<file path="src/sv/tgr_pkg.sv">
// ============================================================================
// tgr_pkg
// Shared types and constants for the text glyph renderer: font store
// geometry, register indexes, item actions and controller/datapath links.
// ============================================================================
package tgr_pkg;

  // Font store geometry.
  localparam int MAX_GLYPH_ROWS = 32;
  localparam int CHAR_COUNT     = 256;
  localparam int GLYPH_WIDTH    = 8;
  localparam int STORE_DEPTH    = CHAR_COUNT * MAX_GLYPH_ROWS;
  localparam int STORE_AW       = $clog2(STORE_DEPTH);
  localparam int ROW_W          = $clog2(MAX_GLYPH_ROWS);
  localparam int HGT_W          = $clog2(MAX_GLYPH_ROWS + 1);

  // Fixed field widths.
  localparam int CODE_W   = 8;
  localparam int GROW_W   = 5;
  localparam int BITS_W   = 8;
  localparam int PITCH_W  = 14;
  localparam int SWID_W   = 14;
  localparam int GHGT_W   = 6;
  localparam int COLOR_W  = 32;
  localparam int COL_W    = 13;
  localparam int LINE_W   = 16;
  localparam int ADDR_W   = 48;
  localparam int PROD_W   = LINE_W + PITCH_W;
  localparam int PIX_W    = PROD_W + 1;
  localparam int CFG_IDX_W  = 3;
  localparam int CFG_DATA_W = 48;

  // Configuration register indexes.
  typedef enum logic [CFG_IDX_W-1:0] {
    REG_LINE_PITCH   = 3'd0,
    REG_SCREEN_WIDTH = 3'd1,
    REG_GLYPH_HEIGHT = 3'd2,
    REG_TEXT_COLOR   = 3'd3,
    REG_START_COLUMN = 3'd4,
    REG_START_ROW    = 3'd5,
    REG_FRAME_BASE   = 3'd6
  } cfg_reg_e;

  // Input item actions.
  typedef enum logic {
    ACT_LOAD = 1'b0,
    ACT_DRAW = 1'b1
  } action_e;

  // Commands from the controller to the datapath.
  typedef struct packed {
    logic             load;         // write one glyph row from the request
    logic             latch;        // capture the character code of a draw
    logic             issue;        // start one row through the pipeline
    logic [ROW_W-1:0] row;          // glyph row being issued
    logic             last;         // issued row is the final one
    logic             cursor_step;  // advance the text cursor
  } tgr_cmd_t;

  // Status from the datapath to the controller.
  typedef struct packed {
    logic             advance;      // row pipeline can move this cycle
    logic [HGT_W-1:0] height;       // glyph height, saturated
  } tgr_status_t;

  // Font store index of one glyph row.
  function automatic logic [STORE_AW-1:0] store_index(input logic [CODE_W-1:0] code,
                                                      input logic [GROW_W-1:0] row);
    return STORE_AW'(32'(code) * MAX_GLYPH_ROWS + 32'(row));
  endfunction

endpackage

</file>
<file path="src/sv/tgr_ctrl.sv">
// ============================================================================
// tgr_ctrl
// Controller of the text glyph renderer. Accepts requests, sequences the
// glyph rows of a draw into the datapath and steps the cursor at the end.
// ============================================================================
module tgr_ctrl
  import tgr_pkg::*;
(
  input  logic        clk_i,
  input  logic        rst_ni,
  input  logic        in_valid_i,
  output logic        in_stall_o,
  input  logic        action_i,
  input  tgr_status_t st_i,
  output tgr_cmd_t    cmd_o
);

  typedef enum logic [1:0] {
    ST_IDLE  = 2'b01,
    ST_ISSUE = 2'b10
  } tgr_state_e;

  tgr_state_e       state_q, state_d;
  logic [ROW_W-1:0] row_q, row_d;
  logic             last_row;

  // The current row is the last one when its count reaches the height.
  assign last_row = ((HGT_W'(row_q) + HGT_W'(1)) == st_i.height);

  // Requests are taken only between draws.
  assign in_stall_o = (state_q != ST_IDLE);

  // Next state and commands.
  always_comb begin
    state_d = state_q;
    row_d   = row_q;
    cmd_o   = '0;
    cmd_o.row  = row_q;
    cmd_o.last = last_row;
    case (state_q)
      ST_IDLE: begin
        if (in_valid_i) begin
          if (action_i == ACT_LOAD) begin
            cmd_o.load = 1'b1;
          end else begin
            cmd_o.latch = 1'b1;
            if (st_i.height == '0) begin
              cmd_o.cursor_step = 1'b1;
            end else begin
              state_d = ST_ISSUE;
              row_d   = '0;
            end
          end
        end
      end
      ST_ISSUE: begin
        if (st_i.advance) begin
          cmd_o.issue = 1'b1;
          if (last_row) begin
            cmd_o.cursor_step = 1'b1;
            state_d = ST_IDLE;
          end else begin
            row_d = row_q + ROW_W'(1);
          end
        end
      end
      default: begin
        state_d = ST_IDLE;
      end
    endcase
  end

  // State registers.
  always_ff @(posedge clk_i or negedge rst_ni) begin
    if (!rst_ni) begin
      state_q <= ST_IDLE;
      row_q   <= '0;
    end else begin
      state_q <= state_d;
      row_q   <= row_d;
    end
  end

  // A row is issued only when the pipeline can take it.
  a_issue_needs_advance: assert property (@(posedge clk_i) disable iff (!rst_ni)
    cmd_o.issue |-> st_i.advance)
    else $error("row issued while the pipeline is held");

  // The cursor steps only as a draw finishes, after which the controller is idle.
  a_step_ends_draw: assert property (@(posedge clk_i) disable iff (!rst_ni)
    cmd_o.cursor_step |=> (state_q == ST_IDLE))
    else $error("cursor stepped in the middle of a draw");

  // A glyph load never overlaps row issue or a draw start.
  a_load_alone: assert property (@(posedge clk_i) disable iff (!rst_ni)
    cmd_o.load |-> (!cmd_o.issue && !cmd_o.latch))
    else $error("glyph load collides with a draw");

endmodule

</file>
<file path="config.mk">
export PLATFORM = sky130hd
export DESIGN_NAME = tgr_ctrl
export DESIGN_NICKNAME = d
export VERILOG_FILES = /design/src/sv/tgr_pkg.sv /design/src/sv/tgr_ctrl.sv
export SDC_FILE = /design/constraint.sdc
export NUM_CORES = 1
export LEC_CHECK = 0
export ABC_CLOCK_PERIOD_IN_PS = 1900
export BUFFER_PORTS_ARGS = -buffer_cell sky130_fd_sc_hd__buf_2
export CAP_MARGIN = 20
export CORE_ASPECT_RATIO = 0.75
export CORE_UTILIZATION = 25
export DETAILED_ROUTE_END_ITERATION = 7
export GPL_ROUTABILITY_DRIVEN = 0
export PLACE_DENSITY = 0.46
export SLEW_MARGIN = 0
export SYNTH_ARGS = -nofsm -noshare
export SYNTH_HDL_FRONTEND = slang
export SYNTH_SLANG_ARGS = --single-unit
</file>
<file path="constraint.sdc">
create_clock -name clk_i -period 1.9 [get_ports clk_i]
set_input_delay 0.38 -clock clk_i [delete_from_list [all_inputs] [get_ports clk_i]]
set_output_delay 0.38 -clock clk_i [all_outputs]
set_load 0.1 [all_outputs]
</file>
### Word-level counts from Yosys, hierarchy flattened

Cells that the tools add are included.

| word-level totals | value |
|---|---|
| output and inout bits | 11 |
| logic and storage cells | 42 |
| bits of input ports | 11 |
| bits in registers | 7 |

| cells by class | value |
|---|---|
| reduce and logical (&&, ||, !) cells | 4 |
| add/subtract/negate cells | 2 |
| equality and inequality tests | 10 |
| muxes and demuxes | 24 |

Operators with widths:

| kind | count |
|---|---|
| 5-bit two-way mux | 5 |
| 2-bit two-way mux | 7 |
| 2-bit != test (second input constant) | 6 |
| 5-bit case mux with 2 select lines | 1 |
| 1-bit two-way mux | 9 |
| 5-bit by 1-bit adder with 6-bit output (second input constant) | 1 |
| 6-bit == test | 1 |
| 6-bit logical NOT | 1 |
| 6-bit AND reduction | 1 |
| 5-bit by 1-bit adder with 5-bit output (second input constant) | 1 |
| 5-bit AND reduction | 1 |
| 2-bit case mux with 2 select lines | 1 |
| 2-bit by 1-bit == test with 1-bit output (second input constant) | 1 |
| 2-bit == test (second input constant) | 1 |
| 2-bit by 1-bit != test with 1-bit output (second input constant) | 1 |
| 1-bit case mux with 2 select lines | 1 |
| 2-bit nonzero test | 1 |

### Depth between registers and ports, before layout

| depth | value |
|---|---|
| depth after elaboration | 5 |
| depth in mapped cells | 7 |
| gate-level depth less buffers | 7 |

### Worst setup path before layout

No wires, ideal clock.

| path | value |
|---|---|
| kind | flip-flop to output port |
| from | register row_q[0] |
| to | output port cmd_o[0] (netlist bit) |
| path slack | -2.078 ns |
| data required time | 1.520 ns |
| cell stages (with the launch flop) | 8 |
| path buffers | 1 |
| data arrival time | 3.598 ns |
| cells stage by stage | dfrtp_1 > ha_1 > xor2_1 > nor3_2 > o2111a_2 > buf_6 > nand2_1 > a21oi_1 |

RTL lines:

| what | RTL line | source |
|---|---|---|
| start: declaration | tgr_ctrl.sv:24 | `logic [ROW_W-1:0] row_q, row_d;` |
| start signal: assignment | tgr_ctrl.sv:80 | `row_q <= row_d;` |
| end: declaration | tgr_ctrl.sv:15 | `output tgr_cmd_t cmd_o` |

==> results.yml <==
clock_tree:
  clock_latency_ns: 0.24
  root_buffer: "clkbuf_4"
  clock_tree.htree_level_count: 1
  clk_pin_slew_ns: 0.05
  numClockSinks: 7
  numCtsBuffers: 3
  cts_buffer_depth: 2
  cts_tree: "yes"
outcome:
  status: "complete, but fails checks"
  violations: "setup timing"
critical_path:
  reg2reg_depth: 10
  crit_required_ns: 1.52
  r2r_slack_ns: -0.38
  worstSetupStartpointType: "flip-flop"
  worst_setup_path_end_kind: "output pin"
  cp.arrival_ns: 1.95
  path_class: "flip-flop to output pin"
  critPathCapture: "cmd_o[0]"
  r2r-start: "row_q[0]"
  cp_max_fo: 4
  crit_path_start: "row_q[3]"
  r2r-end: "row_q[4]"
sta:
  relSlewSlack: 0.6777
  layout_min_cycle_time_ns: 2.326
  clock.fmax_mhz: 429.9
  tightest_slew_ns: 0.4867
  fin_skew_ns: 0.0004589
  final-max-slew-violation-count: 0
  setup_viol: 9
  fin_tns_setup_ns: -3.155
  fin_ws_ns: -0.4259
  finalCritPeriodShare: 1.224
  hold_viol_final: 0
  rsz0062_at_grt: "yes"
grt:
  first_global_vias: 649
  antenna_found_initial: 0
  grt_pass1_wl_microns: 2794
  grt_max_degree: 10
  grt_use_total: 0.1369
  grt-ovfl-total: 0
placement:
  place_inst: 145
  port_buffers: 21
  dp_hpwl_microns: 1510
pwr:
  p_switching_w: 0.0007655
  cellInternalPower_w: 0.0007036
  total_power_w: 0.001469
  switching_share: 0.5211
  p_seq_frac: 0.176
  power.density_nw_per_um2: 1160
  clockPowerShare: 0.087
  power_frac_comb: 0.737
  peakVddDrop_v: 0.0005172
  cellLeakagePower_nw: 0.5576
floorplanning:
  ioPinCount: 22
  die_width_microns: 60.74
  rows: 15
  die_y_microns: 46.05
  core_area_sq_um: 2365
  start_util: 0.2735
  fp.dieArea_sq_um: 2797
synthesis:
  synth_area_leader_cell: "dfrtp_1"
  syn_nets: 91
  avgSynthCellArea_sq_um: 8.401
  synthFlopType: "dfrtp_1"
  synthArstFlopShare: 1.000
  yosys-top-cells-area: "dfrtp_1 23%, nand2_1 6.4%, ha_1 5.8%"
  ys_types: 32
  synth_cells: 77
  yosysSeqAreaShare: 0.2727
  yosysWarnings: 0
  synth-edff-count: 0
  synth_top_area_frac: 0.2321
  synth_area_sq_um: 646.9
  synth_seq_cells: 7
cells_and_area:
  nets: 141
  diodes: 0
  n_fill_cell: 228
  final_cell_count_no_fill: 160
  syn2layout_area_growth_pct: 95.74
  drive_gt1_frac: 0.6667
routing:
  ant_nets: 0
  drtIter0Drc: 17
  drcViolationCount: 0
  post_drt_wl_per_cell_microns: 12.60
  viasPerCell: 4.600
  vias: 736
  routed_wirelength_microns: 2016
  drtPass1Iterations: 4
worst_hold_path:
  hold_start: "st_i[6]"
  worstHoldPathType: "primary input to flip-flop"
flow_run:
  drv_cap: 0
==> power by group through the flow <==
stage	Combinational (W)	Sequential, W	Clock [W]
6_report	0.00108	0.000259	0.000127
5_1_grt	0.00114	0.000264	0.000143
4_1_cts	0.00102	0.000258	0.000135
3_5_place_dp	0.000971	0.000262	0
3_3_place_gp	0.000965	0.000261	0
2_1_floorplan	0.000566	0.000383	0
==> how the worst min path moves through the flow <==
stage | end | slack, ns | cells past startpoint
floorplan | row_q[4] | 0.08 | 0
global placement | row_q[3] | 0.22 | 1
detailed placement | row_q[0] | 0.22 | 1
CTS | state_q[0] | 0.48 | 2
global route | state_q[0] | 0.49 | 2
finish | state_q[0] | 0.49 | 2
==> cells in the mapped netlist, types with 2 or more instances <==
library cell / n
mux2_2: 2
inv_1: 4
nand2_1: 11
or4_1: 4
xor2_1: 2
xnor2_1: 4
ha_1: 3
nor2_1: 6
nor2b_1: 2
a21oi_1: 2
o211ai_1: 3
o21ai_1: 2
nand3_1: 6
nor3_2: 2
dfrtp_1: 6
nand3b_1: 2
==> cell usage in the layout (no fill, tap or decap), types with 2 or more instances in the layout <==
cell type   n
o21ai_1     2
clkbuf_4    3
nor3_2      2
nor2_2      2
o211ai_1    3
nor2_1      4
nand3_1     3
xnor2_1     4
buf_2      16
inv_1       3
nand3b_1    2
or4_4       2
nand3_2     2
xor2_1      2
ha_4        2
nand3_4     2
nand2_1    10
or4_1       2
buf_6       6
buf_12      4
dfrtp_4     4
buf_4      20
==> cell families (layout without fill, tap and decap cells) <==
kind of cell,after synthesis,count (layout),synth area share
simple gates,38,38,0.3211
compound gates,14,14,0.1741
flops,7,7,0.2727
buf+inv,7,56,0.05802
xor+xnor,6,6,0.08124
fa+ha+maj,3,3,0.05803
mux,2,2,0.03481
==> worst max-delay path: stages (launching register included) <==
cell and delay [ns]:
dfrtp_4 0.51, xor2_1 0.18, xnor2_1 0.15, nor3_2 0.21, o2111a_2 0.27, nand2_4 0.06
a21oi_4 0.14, buf_12 0.19
==> stage by stage <==
| stage | cell area (sq um) | setup slack (ns) | utilization | hold slack [ns] |
|---|---|---|---|---|
| after floorplan | 723.2 | -0.6224 | - | 0.08441 |
| after global placement | 1028 | -0.1699 | 0.4349 | 0.2196 |
| after detailed placement | 1028 | -0.1798 | 0.4349 | 0.2198 |
| after CTS | 1161 | -0.3791 | 0.4910 | 0.4776 |
| after global routing | 1266 | -0.4807 | 0.5355 | 0.4888 |
| final | 1266 | -0.4259 | 0.5355 | 0.4919 |
==> sequential cells by signal (all words and copies together) (netlist names) <==
signal,count
row_q,5
state_q,2
==> final cells by class <==
class	instances	area (sq um)	share of cell area
clock buffer	4	26.28	0.02075
inverter	4	18.77	0.01482
multi-input combinational	63	583.1	0.4605
sequential	7	192.7	0.1522
tap	34	42.54	0.03360
timing repair buffer	48	402.9	0.3182
==> metal layers <==
metal,vias up,routed length (microns),GRT usage
met1,349,1003,0.2031
met2,10,980,0.2132
met4,0,0,0.04091
met3,0,32,0.008427
met5,-,0,0
li1,377,-,-
==> what timing repair did <==
action                                 in CTS  in global routing
pin swaps                                   5                  2
setup endpoints to repair                   9                 10
hold buffers                                1                  0
gates cloned                                0                  1
gates resized for setup                    12                 17
endpoints found under the hold margin       6                  0
buffers inserted                            7                  2
Note: power is estimated with default switching activity, not from simulation.
